### config.mk
export PLATFORM = sky130hd
export DESIGN_NAME = rgb565_hsl_color_classifier
export DESIGN_NICKNAME = d
export VERILOG_FILES = /design/src/design/rhc_pkg.sv /design/src/design/rgb565_hsl_color_classifier.sv /design/src/design/rhc_div.sv
export SDC_FILE = /design/constraint.sdc
export NUM_CORES = 1
export LEC_CHECK = 0
export BUFFER_PORTS_ARGS = -buffer_cell sky130_fd_sc_hd__buf_2
export CORE_ASPECT_RATIO = 2
export CORE_MARGIN = 2
export CORE_UTILIZATION = 40
export CTS_BUF_LIST = sky130_fd_sc_hd__clkbuf_4 sky130_fd_sc_hd__clkbuf_8 sky130_fd_sc_hd__clkbuf_16
export DETAILED_ROUTE_END_ITERATION = 12
export GPL_TIMING_DRIVEN = 1
export HOLD_SLACK_MARGIN = 0.03
export SLEW_MARGIN = 20
export SYNTH_ARGS = -nofsm -noshare
export SYNTH_HDL_FRONTEND = slang
export SYNTH_HIERARCHICAL = 1
export SYNTH_SLANG_ARGS = --single-unit
### constraint.sdc
create_clock -name clk -period 7.35 [get_ports clk]
set_input_delay 0 -clock clk [delete_from_list [all_inputs] [get_ports clk]]
set_output_delay 0 -clock clk [all_outputs]
set_load 0.005 [all_outputs]
### src/design/rhc_pkg.sv
// ----------------------------------------------------------------------------
// rhc_pkg
// Shared widths, constants and register indexes for the RGB565 HSL color
// classifier and its pipelined divider.
// ----------------------------------------------------------------------------
package rhc_pkg;

  // divider geometry: 16-bit dividend, 9-bit divisor, 8-bit quotient
  localparam int DIV_NUM_W = 16;
  localparam int DIV_DEN_W = 9;
  localparam int DIV_QUO_W = 8;

  localparam logic [7:0]  HUE_FULL       = 8'd240;
  localparam logic [7:0]  HUE_OFS_RED    = 8'd0;
  localparam logic [7:0]  HUE_OFS_GREEN  = 8'd80;
  localparam logic [7:0]  HUE_OFS_BLUE   = 8'd160;
  localparam logic [15:0] HUE_STEP       = 16'd40;
  localparam logic [15:0] SAT_SCALE      = 16'd240;
  localparam logic [8:0]  SAT_FOLD       = 9'd511;
  localparam logic [16:0] HUE_WRAP       = 17'd65295;
  // lightness = floor(sum * 8 / 17); divide by 17 as (x + 1) * 3855 >> 16
  localparam logic [23:0] LIGHT_RECIP    = 24'd3855;
  // lightness <= 120 exactly when sum <= 257, lightness == 0 when sum <= 2
  localparam logic [8:0]  SUM_SAT_SPLIT  = 9'd257;
  localparam logic [8:0]  SUM_LIGHT_ZERO = 9'd2;

  typedef enum logic [2:0] {
    REG_HUE_LOW    = 3'd0,
    REG_HUE_HIGH   = 3'd1,
    REG_SAT_LOW    = 3'd2,
    REG_SAT_HIGH   = 3'd3,
    REG_LIGHT_LOW  = 3'd4,
    REG_LIGHT_HIGH = 3'd5
  } cfg_reg_t;

endpackage

### src/design/rgb565_hsl_color_classifier.sv
// ----------------------------------------------------------------------------
// rgb565_hsl_color_classifier
// 12 register stages, the first one loaded at the accepting edge. Throughput:
// one word per cycle; busy is always low, the pipeline never stalls. The hue
// and saturation divides run in an 8-stage bit-per-stage divider, which sets
// the depth. Synchronous active-low reset clears the valid pipeline and loads
// the threshold registers with their defaults.
// ----------------------------------------------------------------------------
module rgb565_hsl_color_classifier
  import rhc_pkg::*;
(
  input  logic        clk,
  input  logic        rst_n,
  input  logic        start,
  output logic        busy,
  input  logic [15:0] in_pixel,
  output logic        out_valid,
  output logic [7:0]  out_hue,
  output logic [7:0]  out_lightness,
  output logic [7:0]  out_saturation,
  output logic        out_match,
  input  logic        cfg_we,
  input  logic [2:0]  cfg_index,
  input  logic [15:0] cfg_data
);

  typedef struct packed {
    logic [7:0] light;
    logic [7:0] hue_ofs;
    logic       hue_neg;
    logic       grey;
    logic       sat_zero;
  } side_t;

  // ---------------- configuration ----------------
  logic [15:0] hue_low_r, hue_high_r;
  logic [7:0]  sat_low_r, sat_high_r, light_low_r, light_high_r;

  always_ff @(posedge clk) begin
    if (!rst_n) begin
      hue_low_r    <= 16'd65496;
      hue_high_r   <= 16'd40;
      sat_low_r    <= 8'd90;
      sat_high_r   <= 8'd180;
      light_low_r  <= 8'd0;
      light_high_r <= 8'd80;
    end else if (cfg_we) begin
      case (cfg_reg_t'(cfg_index))
        REG_HUE_LOW:    hue_low_r    <= cfg_data;
        REG_HUE_HIGH:   hue_high_r   <= cfg_data;
        REG_SAT_LOW:    sat_low_r    <= cfg_data[7:0];
        REG_SAT_HIGH:   sat_high_r   <= cfg_data[7:0];
        REG_LIGHT_LOW:  light_low_r  <= cfg_data[7:0];
        REG_LIGHT_HIGH: light_high_r <= cfg_data[7:0];
        default: ;
      endcase
    end
  end

  assign busy = 1'b0;

  // ---------------- stage 1: expand, max / min ----------------
  logic       s1_vld_r;
  logic [7:0] s1_r_r, s1_g_r, s1_b_r, s1_mx_r, s1_mn_r;
  logic [7:0] r_nxt, g_nxt, b_nxt, mx_nxt, mn_nxt;

  always_comb begin
    r_nxt  = {in_pixel[15:11], 3'b000};
    g_nxt  = {in_pixel[10:5], 2'b00};
    b_nxt  = {in_pixel[4:0], 3'b000};
    mx_nxt = r_nxt;
    if (g_nxt > mx_nxt) mx_nxt = g_nxt;
    if (b_nxt > mx_nxt) mx_nxt = b_nxt;
    mn_nxt = r_nxt;
    if (g_nxt < mn_nxt) mn_nxt = g_nxt;
    if (b_nxt < mn_nxt) mn_nxt = b_nxt;
  end

  always_ff @(posedge clk) begin
    if (!rst_n) begin
      s1_vld_r <= 1'b0;
    end else begin
      s1_vld_r <= start && !busy;
    end
  end

  always_ff @(posedge clk) begin
    s1_r_r  <= r_nxt;
    s1_g_r  <= g_nxt;
    s1_b_r  <= b_nxt;
    s1_mx_r <= mx_nxt;
    s1_mn_r <= mn_nxt;
  end

  // ---------------- stage 2: numerators, divisors, lightness ----------------
  logic                 s2_vld_r;
  logic [DIV_NUM_W-1:0] s2_hnum_r, s2_snum_r;
  logic [DIV_DEN_W-1:0] s2_hden_r, s2_sden_r;
  side_t                s2_side_r;

  logic [7:0]  dif;
  logic [8:0]  sum;
  logic [8:0]  hdiff;
  logic [7:0]  hmag;
  logic [23:0] light_prod;
  logic [DIV_NUM_W-1:0] hnum_nxt, snum_nxt;
  logic [DIV_DEN_W-1:0] hden_nxt, sden_nxt;
  side_t       side_nxt;

  always_comb begin
    dif = s1_mx_r - s1_mn_r;
    sum = {1'b0, s1_mx_r} + {1'b0, s1_mn_r};
    side_nxt = '0;
    // red wins ties over green, green over blue
    if (s1_mx_r == s1_r_r) begin
      hdiff = {1'b0, s1_g_r} - {1'b0, s1_b_r};
      side_nxt.hue_ofs = (s1_mn_r == s1_b_r) ? HUE_OFS_RED : HUE_FULL;
    end else if (s1_mx_r == s1_g_r) begin
      hdiff = {1'b0, s1_b_r} - {1'b0, s1_r_r};
      side_nxt.hue_ofs = HUE_OFS_GREEN;
    end else begin
      hdiff = {1'b0, s1_r_r} - {1'b0, s1_g_r};
      side_nxt.hue_ofs = HUE_OFS_BLUE;
    end
    side_nxt.hue_neg = hdiff[8];
    hmag       = hdiff[8] ? 8'(-hdiff) : hdiff[7:0];
    hnum_nxt   = DIV_NUM_W'(hmag) * HUE_STEP;
    hden_nxt   = DIV_DEN_W'(dif);
    snum_nxt   = DIV_NUM_W'(dif) * SAT_SCALE;
    sden_nxt   = (sum <= SUM_SAT_SPLIT) ? sum : SAT_FOLD - sum;
    light_prod = 24'({sum, 3'b001}) * LIGHT_RECIP;
    side_nxt.light    = light_prod[23:16];
    side_nxt.grey     = (dif == 8'd0);
    side_nxt.sat_zero = (sum <= SUM_LIGHT_ZERO);
  end

  always_ff @(posedge clk) begin
    if (!rst_n) begin
      s2_vld_r <= 1'b0;
    end else begin
      s2_vld_r <= s1_vld_r;
    end
  end

  always_ff @(posedge clk) begin
    s2_hnum_r <= hnum_nxt;
    s2_hden_r <= hden_nxt;
    s2_snum_r <= snum_nxt;
    s2_sden_r <= sden_nxt;
    s2_side_r <= side_nxt;
  end

  // ---------------- stages 3..10: dividers ----------------
  logic                 hdiv_vld, sdiv_vld;
  logic [DIV_QUO_W-1:0] hquo, squo;
  side_t                side_r [DIV_QUO_W];

  rhc_div u_hue_div (
    .clk       (clk),
    .rst_n     (rst_n),
    .in_valid  (s2_vld_r),
    .in_num    (s2_hnum_r),
    .in_den    (s2_hden_r),
    .out_valid (hdiv_vld),
    .out_quo   (hquo)
  );

  rhc_div u_sat_div (
    .clk       (clk),
    .rst_n     (rst_n),
    .in_valid  (s2_vld_r),
    .in_num    (s2_snum_r),
    .in_den    (s2_sden_r),
    .out_valid (sdiv_vld),
    .out_quo   (squo)
  );

  always_ff @(posedge clk) begin
    side_r[0] <= s2_side_r;
    for (int k = 1; k < DIV_QUO_W; k++) begin
      side_r[k] <= side_r[k-1];
    end
  end

  // ---------------- stage 11: hue / saturation ----------------
  side_t      side_out;
  logic       s11_vld_r;
  logic [7:0] s11_hue_r, s11_sat_r, s11_light_r;
  logic [7:0] hue_nxt, sat_nxt;

  assign side_out = side_r[DIV_QUO_W-1];

  always_comb begin
    if (side_out.grey) begin
      hue_nxt = 8'd0;
    end else if (side_out.hue_neg) begin
      hue_nxt = side_out.hue_ofs - hquo;
    end else begin
      hue_nxt = side_out.hue_ofs + hquo;
    end
    sat_nxt = (side_out.grey || side_out.sat_zero) ? 8'd0 : squo;
  end

  always_ff @(posedge clk) begin
    if (!rst_n) begin
      s11_vld_r <= 1'b0;
    end else begin
      s11_vld_r <= hdiv_vld && sdiv_vld;
    end
  end

  always_ff @(posedge clk) begin
    s11_hue_r   <= hue_nxt;
    s11_sat_r   <= sat_nxt;
    s11_light_r <= side_out.light;
  end

  // ---------------- stage 12: threshold test, output word ----------------
  logic        out_valid_r, out_match_r;
  logic [7:0]  out_hue_r, out_light_r, out_sat_r;
  logic        match_nxt;
  logic [16:0] hue_x;
  logic        hue_inside, hue_wrap_lo, hue_wrap_hi;

  always_comb begin
    hue_x      = 17'(s11_hue_r);
    hue_inside = (hue_x > 17'(hue_low_r)) && (hue_x < 17'(hue_high_r));
    // wrapped low bound: hue_low holds a negative bound offset by 65295
    hue_wrap_lo = (hue_high_r < hue_low_r) &&
                  ((hue_x < 17'(hue_high_r)) || (hue_x + HUE_WRAP > 17'(hue_low_r)));
    // wrapped high bound above the hue scale
    hue_wrap_hi = !(hue_high_r < hue_low_r) && (hue_high_r > 16'(HUE_FULL)) &&
                  ((hue_x > 17'(hue_high_r)) ||
                   (hue_x + 17'(HUE_FULL) < 17'(hue_high_r)));
    match_nxt = (s11_light_r > light_low_r) && (s11_light_r < light_high_r) &&
                (s11_sat_r > sat_low_r) && (s11_sat_r < sat_high_r) &&
                (hue_inside || hue_wrap_lo || hue_wrap_hi);
  end

  always_ff @(posedge clk) begin
    if (!rst_n) begin
      out_valid_r <= 1'b0;
    end else begin
      out_valid_r <= s11_vld_r;
    end
  end

  always_ff @(posedge clk) begin
    out_hue_r   <= s11_hue_r;
    out_light_r <= s11_light_r;
    out_sat_r   <= s11_sat_r;
    out_match_r <= match_nxt;
  end

  assign out_valid      = out_valid_r;
  assign out_hue        = out_hue_r;
  assign out_lightness  = out_light_r;
  assign out_saturation = out_sat_r;
  assign out_match      = out_match_r;

  // ---------------- assertions ----------------
  a_div_aligned: assert property (@(posedge clk) disable iff (!rst_n)
    hdiv_vld == sdiv_vld)
    else $error("hue and saturation dividers out of step");

  a_range: assert property (@(posedge clk) disable iff (!rst_n)
    out_valid |-> (out_hue <= HUE_FULL) && (out_saturation <= HUE_FULL) &&
                  (out_lightness <= HUE_FULL))
    else $error("result word off the 0..240 scale");

  a_match_bounds: assert property (@(posedge clk) disable iff (!rst_n)
    out_valid && out_match |->
      (out_lightness > light_low_r) && (out_lightness < light_high_r) &&
      (out_saturation > sat_low_r) && (out_saturation < sat_high_r))
    else $error("match flagged outside lightness or saturation bounds");

  a_grey_zero: assert property (@(posedge clk) disable iff (!rst_n)
    s11_vld_r && $past(side_out.grey) |-> (s11_hue_r == 8'd0) && (s11_sat_r == 8'd0))
    else $error("grey pixel with nonzero hue or saturation");

endmodule

### src/design/rhc_div.sv
// ----------------------------------------------------------------------------
// rhc_div
// Restoring unsigned divider, one quotient bit per register stage. Accepts a
// new word every cycle.
// The caller guarantees the quotient fits in DIV_QUO_W bits.
// ----------------------------------------------------------------------------
module rhc_div
  import rhc_pkg::*;
(
  input  logic                 clk,
  input  logic                 rst_n,
  input  logic                 in_valid,
  input  logic [DIV_NUM_W-1:0] in_num,
  input  logic [DIV_DEN_W-1:0] in_den,
  output logic                 out_valid,
  output logic [DIV_QUO_W-1:0] out_quo
);

  localparam int REM_W = DIV_NUM_W + 1;

  logic [DIV_NUM_W-1:0] rem_r [DIV_QUO_W-1];
  logic [DIV_DEN_W-1:0] den_r [DIV_QUO_W-1];
  logic [DIV_QUO_W-1:0] quo_r [DIV_QUO_W];
  logic                 vld_r [DIV_QUO_W];

  for (genvar j = 0; j < DIV_QUO_W; j++) begin : g_stage
    logic [DIV_NUM_W-1:0] rem_in;
    logic [DIV_DEN_W-1:0] den_in;
    logic [DIV_QUO_W-1:0] quo_in;
    logic                 vld_in;
    logic [REM_W-1:0]     trial;
    logic                 take;
    logic [DIV_NUM_W-1:0] rem_nxt;
    logic [DIV_QUO_W-1:0] quo_nxt;

    if (j == 0) begin : g_first
      assign rem_in = in_num;
      assign den_in = in_den;
      assign quo_in = '0;
      assign vld_in = in_valid;
    end else begin : g_next
      assign rem_in = rem_r[j-1];
      assign den_in = den_r[j-1];
      assign quo_in = quo_r[j-1];
      assign vld_in = vld_r[j-1];
    end

    assign trial   = {{(REM_W-DIV_DEN_W){1'b0}}, den_in} << (DIV_QUO_W - 1 - j);
    assign take    = {1'b0, rem_in} >= trial;
    assign rem_nxt = take ? DIV_NUM_W'({1'b0, rem_in} - trial) : rem_in;
    assign quo_nxt = {quo_in[DIV_QUO_W-2:0], take};

    always_ff @(posedge clk) begin
      if (!rst_n) begin
        vld_r[j] <= 1'b0;
      end else begin
        vld_r[j] <= vld_in;
      end
    end

    always_ff @(posedge clk) begin
      quo_r[j] <= quo_nxt;
    end

    // last stage needs no remainder or divisor
    if (j < DIV_QUO_W - 1) begin : g_carry
      always_ff @(posedge clk) begin
        rem_r[j] <= rem_nxt;
        den_r[j] <= den_in;
      end
    end
  end

  assign out_valid = vld_r[DIV_QUO_W-1];
  assign out_quo   = quo_r[DIV_QUO_W-1];

endmodule

==> results list, run 1 <==
- Count of endpoints failing setup in the final report: 0
* Cell-by-cell trace of the critical path: ha_1 > inv_1 > a21oi_1 > nor2_1 > nor2_1 > o21bai_1 > a21oi_1 > xnor2_1 > xnor2_1 > ha_1 > ha_1 > fa_1 > inv_1 > fa_1 > inv_1 > ha_1 > or3_1 > o221ai_1 > nand2_1 > a31oi_1 > o21ai_0 > nor4_1 > nor3_1 > xnor2_1
- The later pin in the worst-skew pair is clocked with a latency of 0.62 ns.
- The number of clock buffers added by TritonCTS is 66.
* Maxcap violations: 0
- RSZ-0062 raised after global routing: false
* Total buffers and inverters traversed by the critical path: 3
* Worst EP arrival: 6.67 ns
- GP Congestion: 0.890
- The die is 404 µm tall.
- For the worst setup path, the data required time is around 7.9 ns.
* Remaining global-route overflow: 0
- In the final layout, the share of cells above drive strength 1 is 0.0823.
- Share of flip-flops with an asynchronous set or reset after synthesis: 0
* Synthesis-to-layout area growth: 13.9%
* Worst setup path category: reg2reg
- After detailed placement, the total cell area comes to around 33000 µm².
- The repair_antennas step left the layout with diodes totalling 0.
- Detailed Place HPWL: 53.0 mm
- The clock passes through at most 3 buffers.
- Post-Synth Adder-Cell Area: 0.168
- The worst hold path passes through 2 cells.
* Average wire length per cell after detail routing: 15.1 µm
- The smallest clock period supported by the final layout is computed as ~6.2 ns.
* Setup slack on the worst flop-to-flop path: 1.17 ns
- Highest fanout seen on the critical path: 9
* 1st-pass router iterations: 5
* Area used by multi-input combinational logic: 15800 µm²
- After synthesis, the largest family of logic cells by area is adder cells.
- Element type at the critical path end: register
* Buffers on Ports: 64
- A synthesized cell averages between 10 and 15 µm².
* Site row count: 146
- Among the stages of the critical path, the cell type that occurs most often is sky130_fd_sc_hd__ha_1.
- Combined global-route utilization of all metal layers: 0.165
- The count of final max-slew check failures was 0.
- Netlist area before placement: about 32000 µm²
* Vias/cell: 4.89
- The die covers a little over 80000 µm².
* Share of the synthesized netlist area taken by xor and xnor gates: 0.0507
- For this run, the top clock speed supported by timing is 162 MHz.
- In this run, the number of DRC markers left after iteration 0 of detailed routing was 762.
- Of the available clock period, the critical path in the final layout requires 0.840.
- The initial utilization of the core area, before any placement, comes to 0.404.
- Die Width: 204 µm
- Pin placement for this block handled 66 I/O pins.
- Multiplexer area fraction after synthesis: 0.0242
* TritonCTS clock tree: yes
- For the final routed database, the setup TNS stands at 0 ns.
* Slew HR: 0.281
- TritonCTS sink count: 732
- The tree is rooted in a sky130_fd_sc_hd__clkbuf_16.
* Post-route antenna net violation count: 0
- Final Hold Fails: 0
* CTS HTree Levels: 3
- Final routed DRC violation total: 0
- Ys flop type: sky130_fd_sc_hd__dfxtp_1
- Number of flops mapped to enable cells by yosys: 0
* Wire length of the first global-routing pass: ~110 mm
* Class of the tightest hold or removal check: in2reg
* Synthesized instance count: 3174
- In this run the number of cells on the critical path is 24.
- The floorplan step defined a core boundary enclosing 79100 µm².
* Number of distinct library cells after synthesis: 96
- Sequential element share of the synthesized area: 0.459
- Register clock-pin slew on the reported worst setup and hold paths: 0.07 ns
- The initial antenna violation count was 0.
- In the post-route analysis, the smallest setup slack over all paths is 1.17 ns.
- The startpoint identified for the worst hold timing path is in_pixel[10].
* Logic depth of the worst register-to-register path: 24
- Sequential cell area: about 15000 µm²
- The worst hold path terminates at s1_g_r[7]$_DFF_P_.
- Vias in the first global route: 22600
- The worst register-to-register path ends at s2_side_r[18]$_DFF_P_.
* Post-place setup slack: 1.16 ns
- Clock skew on the completed layout was measured at around 0.018 ns.
* Status: finished, final reports clean
- Post-layout nets: roughly 3800
- Across all layers, the routed design uses 21700 vias.
- Entering global routing, the biggest net connects 85 pins.
- For the pin with the worst max-slew slack, the measured transition is 1.08 ns.
* Core occupancy in the finished layout: 0.460
* Total wire length after detailed routing: 67.1 mm
- On the worst path, the slowest cell contributes a delay of 0.78 ns.
* Startpoint kind of the worst setup timing path: register
- The worst register-to-register path begins at s1_mx_r[3]$_DFF_P_.
* Filler Cells Inserted: approximately 7400
- Largest delay share family, worst path: adder cells
* Compound-gate portion of the synthesized area: 0.135
- Of the total synthesized cell area, the portion taken by AND, OR, NAND and NOR gates is 0.114.
* CP max-delay cell: sky130_fd_sc_hd__xnor2_1
- The Yosys step of the flow raised 6 warnings.
- Yosys reg bits: 732
- Summed area of non-filler cells in the final layout: 36400 µm²
sequential cells by signal (all words and copies together) (netlist names), 9 cells and up:
| signal | cells |
|---|---|
| u_hue_div/rem_r | 112 |
| u_sat_div/rem_r | 112 |
| side_r | 104 |
| u_hue_div/den_r | 63 |
| u_sat_div/den_r | 63 |
| u_hue_div/quo_r | 36 |
| u_sat_div/quo_r | 36 |
| hue_high_r | 16 |
| hue_low_r | 16 |
| s2_side_r | 13 |
| s2_snum_r | 10 |
| s2_hnum_r | 9 |
layout make-up:
| class | count | area share |
|---|---|---|
| inverters | 358 | 0.0370 |
| repair buffers | 127 | 0.0258 |
| multi-input cells | 2067 | 0.435 |
| well taps | 1036 | 0.0356 |
| clock buffers | 81 | 0.0508 |
| flip-flops and latches | 732 | 0.403 |
| clock inverters | 37 | 0.0125 |
worst register-to-register path, cell delays in order (launching register included):
cell and delay, ns:
sky130_fd_sc_hd__dfxtp_1 0.52, sky130_fd_sc_hd__ha_1 0.31, sky130_fd_sc_hd__inv_1 0.07, sky130_fd_sc_hd__a21oi_1 0.06
sky130_fd_sc_hd__nor2_1 0.09, sky130_fd_sc_hd__nor2_1 0.07, sky130_fd_sc_hd__o21bai_1 0.15, sky130_fd_sc_hd__a21oi_1 0.10
sky130_fd_sc_hd__xnor2_1 0.78, sky130_fd_sc_hd__xnor2_1 0.20, sky130_fd_sc_hd__ha_1 0.26, sky130_fd_sc_hd__ha_1 0.32
sky130_fd_sc_hd__fa_1 0.51, sky130_fd_sc_hd__inv_1 0.05, sky130_fd_sc_hd__fa_1 0.49, sky130_fd_sc_hd__inv_1 0.04
sky130_fd_sc_hd__ha_1 0.19, sky130_fd_sc_hd__or3_1 0.36, sky130_fd_sc_hd__o221ai_1 0.31, sky130_fd_sc_hd__nand2_1 0.13
sky130_fd_sc_hd__a31oi_1 0.34, sky130_fd_sc_hd__o21ai_0 0.26, sky130_fd_sc_hd__nor4_1 0.24, sky130_fd_sc_hd__nor3_1 0.11
sky130_fd_sc_hd__xnor2_1 0.13
logic make-up after synthesis:
family          after synthesis
flops                       732
simple gates                728
compound gates              649
buf+inv                     408
fa+ha+maj                   402
xor+xnor                    183
mux                          71
other cells                   1
worst max-delay path by stage:
stage / start / end / slack, ns
finish: s1_mx_r[3]$_DFF_P_ / s2_side_r[18]$_DFF_P_ / 1.17
global route: s1_mx_r[3]$_DFF_P_ / s2_side_r[18]$_DFF_P_ / 0.62
CTS: s1_mn_r[3]$_DFF_P_ / s2_side_r[18]$_DFF_P_ / 1.15
detailed placement: s1_mn_r[3]$_DFF_P_ / s2_side_r[18]$_DFF_P_ / 1.16
global placement: s1_mx_r[2]$_SDFF_PP0_ / s2_side_r[18]$_DFF_P_ / 1.16
floorplan: s1_mx_r[2]$_SDFF_PP0_ / s2_side_r[18]$_DFF_P_ / 1.84
cell usage after synthesis, types with 34 or more instances:
cell type                  count  area, µm²
sky130_fd_sc_hd__dfxtp_1     732      14700
sky130_fd_sc_hd__clkbuf_1     35        131
sky130_fd_sc_hd__o21a_1       52        390
sky130_fd_sc_hd__ha_1        359       4490
sky130_fd_sc_hd__a21oi_1     173        866
sky130_fd_sc_hd__a21o_1       69        518
sky130_fd_sc_hd__o21ai_0     115        576
sky130_fd_sc_hd__mux2_2       37        417
sky130_fd_sc_hd__o211ai_1     38        285
sky130_fd_sc_hd__nand2_1     215        807
sky130_fd_sc_hd__nor2_1      175        657
sky130_fd_sc_hd__inv_1       357       1340
sky130_fd_sc_hd__nand4_1      37        231
sky130_fd_sc_hd__a21boi_0     54        405
sky130_fd_sc_hd__xnor2_1     115       1010
sky130_fd_sc_hd__nor2b_1      41        257
sky130_fd_sc_hd__nand2b_1     42        263
sky130_fd_sc_hd__xor2_1       66        578
sky130_fd_sc_hd__fa_1         43        861
sky130_fd_sc_hd__nor3_1       34        170
metrics by stage:
stage | hold WS [ns] | instances
CTS | 0.0304 | 4437
global route | 0.0679 | 4438
floorplan | 0.0277 | 3207
finish | 0.0759 | 4438
detailed placement | 0.137 | 4263
global placement | 0.135 | 4263
timing repair:
item                                    4_1_cts  5_1_grt
hold buffers                                 56        0
endpoints found under the setup margin        0        0
setup buffers                                 0        0
endpoints found under the hold margin        93        0
gates resized for setup                       0        0
cell usage in the layout, fill, tap and decap left out, types with 43 or more instances in the layout:
| cell type | netlist | final |
|---|---|---|
| sky130_fd_sc_hd__a21boi_0 | 54 | 54 |
| sky130_fd_sc_hd__o21ai_0 | 115 | 115 |
| sky130_fd_sc_hd__ha_1 | 359 | 359 |
| sky130_fd_sc_hd__a21oi_1 | 173 | 172 |
| sky130_fd_sc_hd__buf_2 | 5 | 64 |
| sky130_fd_sc_hd__clkbuf_16 | 0 | 69 |
| sky130_fd_sc_hd__inv_1 | 357 | 357 |
| sky130_fd_sc_hd__xor2_1 | 66 | 66 |
| sky130_fd_sc_hd__nand2_1 | 215 | 215 |
| sky130_fd_sc_hd__nor2_1 | 175 | 175 |
| sky130_fd_sc_hd__fa_1 | 43 | 43 |
| sky130_fd_sc_hd__dlygate4sd3_1 | 0 | 56 |
| sky130_fd_sc_hd__o21a_1 | 52 | 52 |
| sky130_fd_sc_hd__a21o_1 | 69 | 69 |
| sky130_fd_sc_hd__xnor2_1 | 115 | 115 |
| sky130_fd_sc_hd__dfxtp_1 | 732 | 732 |
routing by layer:
layer,GRT usage,vias up,part of all wire
met3,0.0229,187,0.024
met4,0.103,0,0.059
met2,0.359,335,0.60
li1,-,11100,-
met5,0,-,0
met1,0.128,10100,0.32
Power of run 1 is not shown: default switching activity piles up to over one toggle a cycle in this logic, so the estimate is an artifact.
==> run 2: changes to the inputs <==
==> constraint.sdc (replaced) <==
create_clock -name clk -period 5.6 [get_ports clk]
set_input_delay 0 -clock clk [delete_from_list [all_inputs] [get_ports clk]]
set_output_delay 0 -clock clk [all_outputs]
set_load 0.005 [all_outputs]
==> results list, run 2 (same netlist as run 1, synthesis figures left out) <==
- The placed wire-length estimate after detailed placement is 53.4 mm (was 53.0 mm).
- The count of final max-slew check failures was 0 (unchanged).
* Final standard cell count with taps included and fillers excluded: 4465 (was 4438)
* Commonest cells after routing, fill and taps aside: sky130_fd_sc_hd__dfxtp_1, sky130_fd_sc_hd__ha_1, sky130_fd_sc_hd__inv_1, sky130_fd_sc_hd__nand2_1, sky130_fd_sc_hd__nor2_1 (unchanged)
- Remaining global-route overflow: 0 (unchanged)
* Post-layout minimum cycle time: 5.29 ns (was 6.18 ns)
- The reg-to-reg startpoint was s1_mx_r[2]$_SDFF_PP0_ (was s1_mx_r[3]$_DFF_P_).
- CTS HTree Levels: 2 (was 3)
- Initial DRC count: 550 (was 762)
* Period utilization: 0.944 (was 0.840)
- The number of violations of the max-capacitance limit is 0 (unchanged).
- The via count normalized by instance count came to 4.90 (was 4.89).
- Filler Cells Inserted: 7545 (was 7425)
- Largest registers: u_hue_div/rem_r x112, u_sat_div/rem_r x112, side_r x104 (unchanged).
* Worst EP arrival: 5.83 ns (was 6.67 ns)
- Buffers from clock root to sink, at most: 3 (unchanged)
- The width of the die is 204 µm (unchanged).
- Most common cell after layout, fill and taps aside: sky130_fd_sc_hd__dfxtp_1 (unchanged)
- Req. time, crit path: 6.15 ns (was 7.85 ns)
- The post-route antenna net violation count was 0 (unchanged).
- Placed Instances: 4277 (was 4263)
* Site row count: 146 (unchanged)
- The register-to-register path setup slack came to 0.31 ns (was 1.17 ns).
- The worst min-delay path class is in2reg (unchanged).
- Worst-Margin Slew: 1.04 ns (was 1.08 ns)
* TritonCTS clock tree: yes (unchanged)
- Highest fanout seen on the critical path: 3 (was 9)
* Share of post-route cells with drive strength above 1: 0.0875 (was 0.0823)
* CTS root buf: sky130_fd_sc_hd__clkbuf_16 (unchanged)
- Source-to-sink clock delay at the later pin of the worst-skew pair: 0.66 ns (was 0.62 ns)
- The via count of the first global-routing pass was 22600 (about the same).
* Full die area: 82200 µm² (unchanged)
* Hold Startpoint: start (was in_pixel[10])
* TritonCTS sink count: 732 (unchanged)
* Crit Reg-Reg Endpoint: s2_side_r[18]$_DFF_P_ (unchanged)
- Total cell area at the placement stage: 33600 µm² (was 33500 µm²)
* Num ports: 66 (unchanged)
- Placeable core region: 79100 µm² (unchanged)
* Summed area of non-filler cells in the final layout: 36700 µm² (was 36400 µm²)
- Combined global-route utilization of all metal layers: 0.164 (was 0.165)
* Hold endpoint: s1_vld_r$_SDFF_PN0_ (was s1_g_r[7]$_DFF_P_)
- The number of buffers inserted by port buffering is 64 (unchanged).
* Logic depth of the worst register-to-register path: 23 (was 24)
* Synthesis-to-layout area growth: 14.9% (was 13.9%)
- The routed length per instance was 15.1 µm (about the same).
- Initial standard-cell utilization of the core: 0.404 (unchanged)
- Die extent in y: 404 µm (unchanged)
- Count of endpoints failing setup in the final report: 0 (unchanged)
- The pin count of the biggest net entering global routing is 85 (unchanged).
* Startpoint kind of the worst setup timing path: register (unchanged)
* Final Hold Fails: 0 (unchanged)
- Worst setup path category: reg2reg (unchanged)
* Worst clock skew: 0.0460 ns (was 0.0183 ns)
* Wire length of the first global-routing pass: 108 mm (about the same)
* Post-layout nets: 3818 (was 3793)
* Maximum operating frequency: 189 MHz (was 162 MHz)
- Slew HR: 0.307 (was 0.281)
- The final worst hold slack was 0.149 ns (was 0.0759 ns).
- GP Congestion: 0.885 (was 0.890)
* Final routed DRC violation total: 0 (unchanged)
* Via Count: 21900 (was 21700)
- The overall routed net length came to 67.4 mm (was 67.1 mm).
* 1st-pass router iterations: 4 (was 5)
- The initial antenna violation count was 0 (unchanged).
* Ant diodes: 0 (unchanged)
- Status: finished, final reports clean (unchanged).
* Element type at the critical path end: register (unchanged)
- The clock buffer count from CTS came to 61 (was 66).
* Register clock-pin slew on the reported worst setup and hold paths: 0.07 ns (about the same)
- Worst hold path depth: 3 (was 2)
==> run 2: changes by cell type in the layout (fill, tap and decap cells not counted), moves of 2 or more <==
cell	previous run	this run
sky130_fd_sc_hd__clkbuf_16	69	62
sky130_fd_sc_hd__bufinv_16	8	12
sky130_fd_sc_hd__buf_4	6	22
sky130_fd_sc_hd__dlygate4sd3_1	56	70
sky130_fd_sc_hd__clkbuf_8	5	10
sky130_fd_sc_hd__clkbuf_4	7	3
sky130_fd_sc_hd__clkinv_4	5	7
sky130_fd_sc_hd__clkinv_16	0	2
sky130_fd_sc_hd__clkinvlp_4	6	10
sky130_fd_sc_hd__clkinv_2	11	5
==> run 2: worst max-delay path by stage <==
| stage | from | cells past startpoint | to | slack (ns) |
|---|---|---|---|---|
| after detailed placement | s1_mx_r[2]$_SDFF_PP0_ | 23 | s2_side_r[18]$_DFF_P_ | -0.04 |
| after floorplan | s1_mx_r[2]$_SDFF_PP0_ | 23 | s2_side_r[18]$_DFF_P_ | 0.09 |
| after global placement | s1_mx_r[2]$_SDFF_PP0_ | 23 | s2_side_r[18]$_DFF_P_ | -0.003 |
| after global routing | s1_mn_r[3]$_DFF_P_ | 24 | s2_side_r[18]$_DFF_P_ | -0.03 |
| final | s1_mx_r[2]$_SDFF_PP0_ | 23 | s2_side_r[18]$_DFF_P_ | 0.31 |
| after CTS | s1_mx_r[2]$_SDFF_PP0_ | 23 | s2_side_r[18]$_DFF_P_ | 0.04 |
==> run 2: worst max-delay path: stages, from the launching register on <==
cell                       delay [ns]
sky130_fd_sc_hd__dfxtp_1         0.32
sky130_fd_sc_hd__ha_1            0.23
sky130_fd_sc_hd__fa_2            0.37
sky130_fd_sc_hd__a21oi_2         0.14
sky130_fd_sc_hd__nor2_1          0.05
sky130_fd_sc_hd__nor2_1          0.17
sky130_fd_sc_hd__xnor2_1         0.17
sky130_fd_sc_hd__ha_1            0.28
sky130_fd_sc_hd__ha_1            0.18
sky130_fd_sc_hd__or2_2           0.32
sky130_fd_sc_hd__ha_4            0.26
sky130_fd_sc_hd__fa_1            0.50
sky130_fd_sc_hd__inv_1           0.06
sky130_fd_sc_hd__fa_1            0.50
sky130_fd_sc_hd__inv_1           0.04
sky130_fd_sc_hd__ha_1            0.19
sky130_fd_sc_hd__or3_1           0.38
sky130_fd_sc_hd__o221ai_2        0.21
sky130_fd_sc_hd__nand2_2         0.11
sky130_fd_sc_hd__a31oi_4         0.16
sky130_fd_sc_hd__o21ai_2         0.11
sky130_fd_sc_hd__nor4_2          0.21
sky130_fd_sc_hd__nor3_1          0.10
sky130_fd_sc_hd__xnor2_1         0.12
==> run 2: area by class of cell <==
| class | instances | area (µm²) | area share |
|---|---|---|---|
| flip-flops and latches | 732 | 14700 | 0.399 |
| clock buffers | 75 | 1710 | 0.0466 |
| clock inverters | 40 | 617 | 0.0168 |
| well taps | 1036 | 1300 | 0.0353 |
| inverters | 358 | 1340 | 0.0366 |
| multi-input cells | 2067 | 15900 | 0.433 |
| repair buffers | 157 | 1200 | 0.0326 |
==> run 2: metal layers <==
layer / vias to the layer above / wire length [µm] / global-route usage
li1: 11200 / - / -
met1: 10200 / 21100 / 0.127
met2: 305 / 40700 / 0.364
met3: 199 / 1670 / 0.0187
met4: 0 / 3930 / 0.0939
met5: - / 0 / 0
==> run 2: per-stage QoR <==
step           utilization  setup slack [ns]  setup TNS (ns)
2_1_floorplan            -            0.0857               0
3_3_place_gp         0.424          -0.00272        -0.00272
3_5_place_dp         0.425           -0.0406         -0.0485
4_1_cts              0.463            0.0381               0
5_1_grt              0.464           -0.0268         -0.0268
6_report             0.464             0.313               0
==> run 2: timing repair <==
| item | in CTS | in global routing |
|---|---|---|
| setup buffers | 0 | 2 |
| hold buffers | 70 | 0 |
| hold endpoints to repair | 93 | 0 |
| setup endpoints to repair | 1 | 5 |
| resized for setup | 1 | 9 |
| pin swaps | 0 | 6 |
Power of run 2 is left out for the same reason.
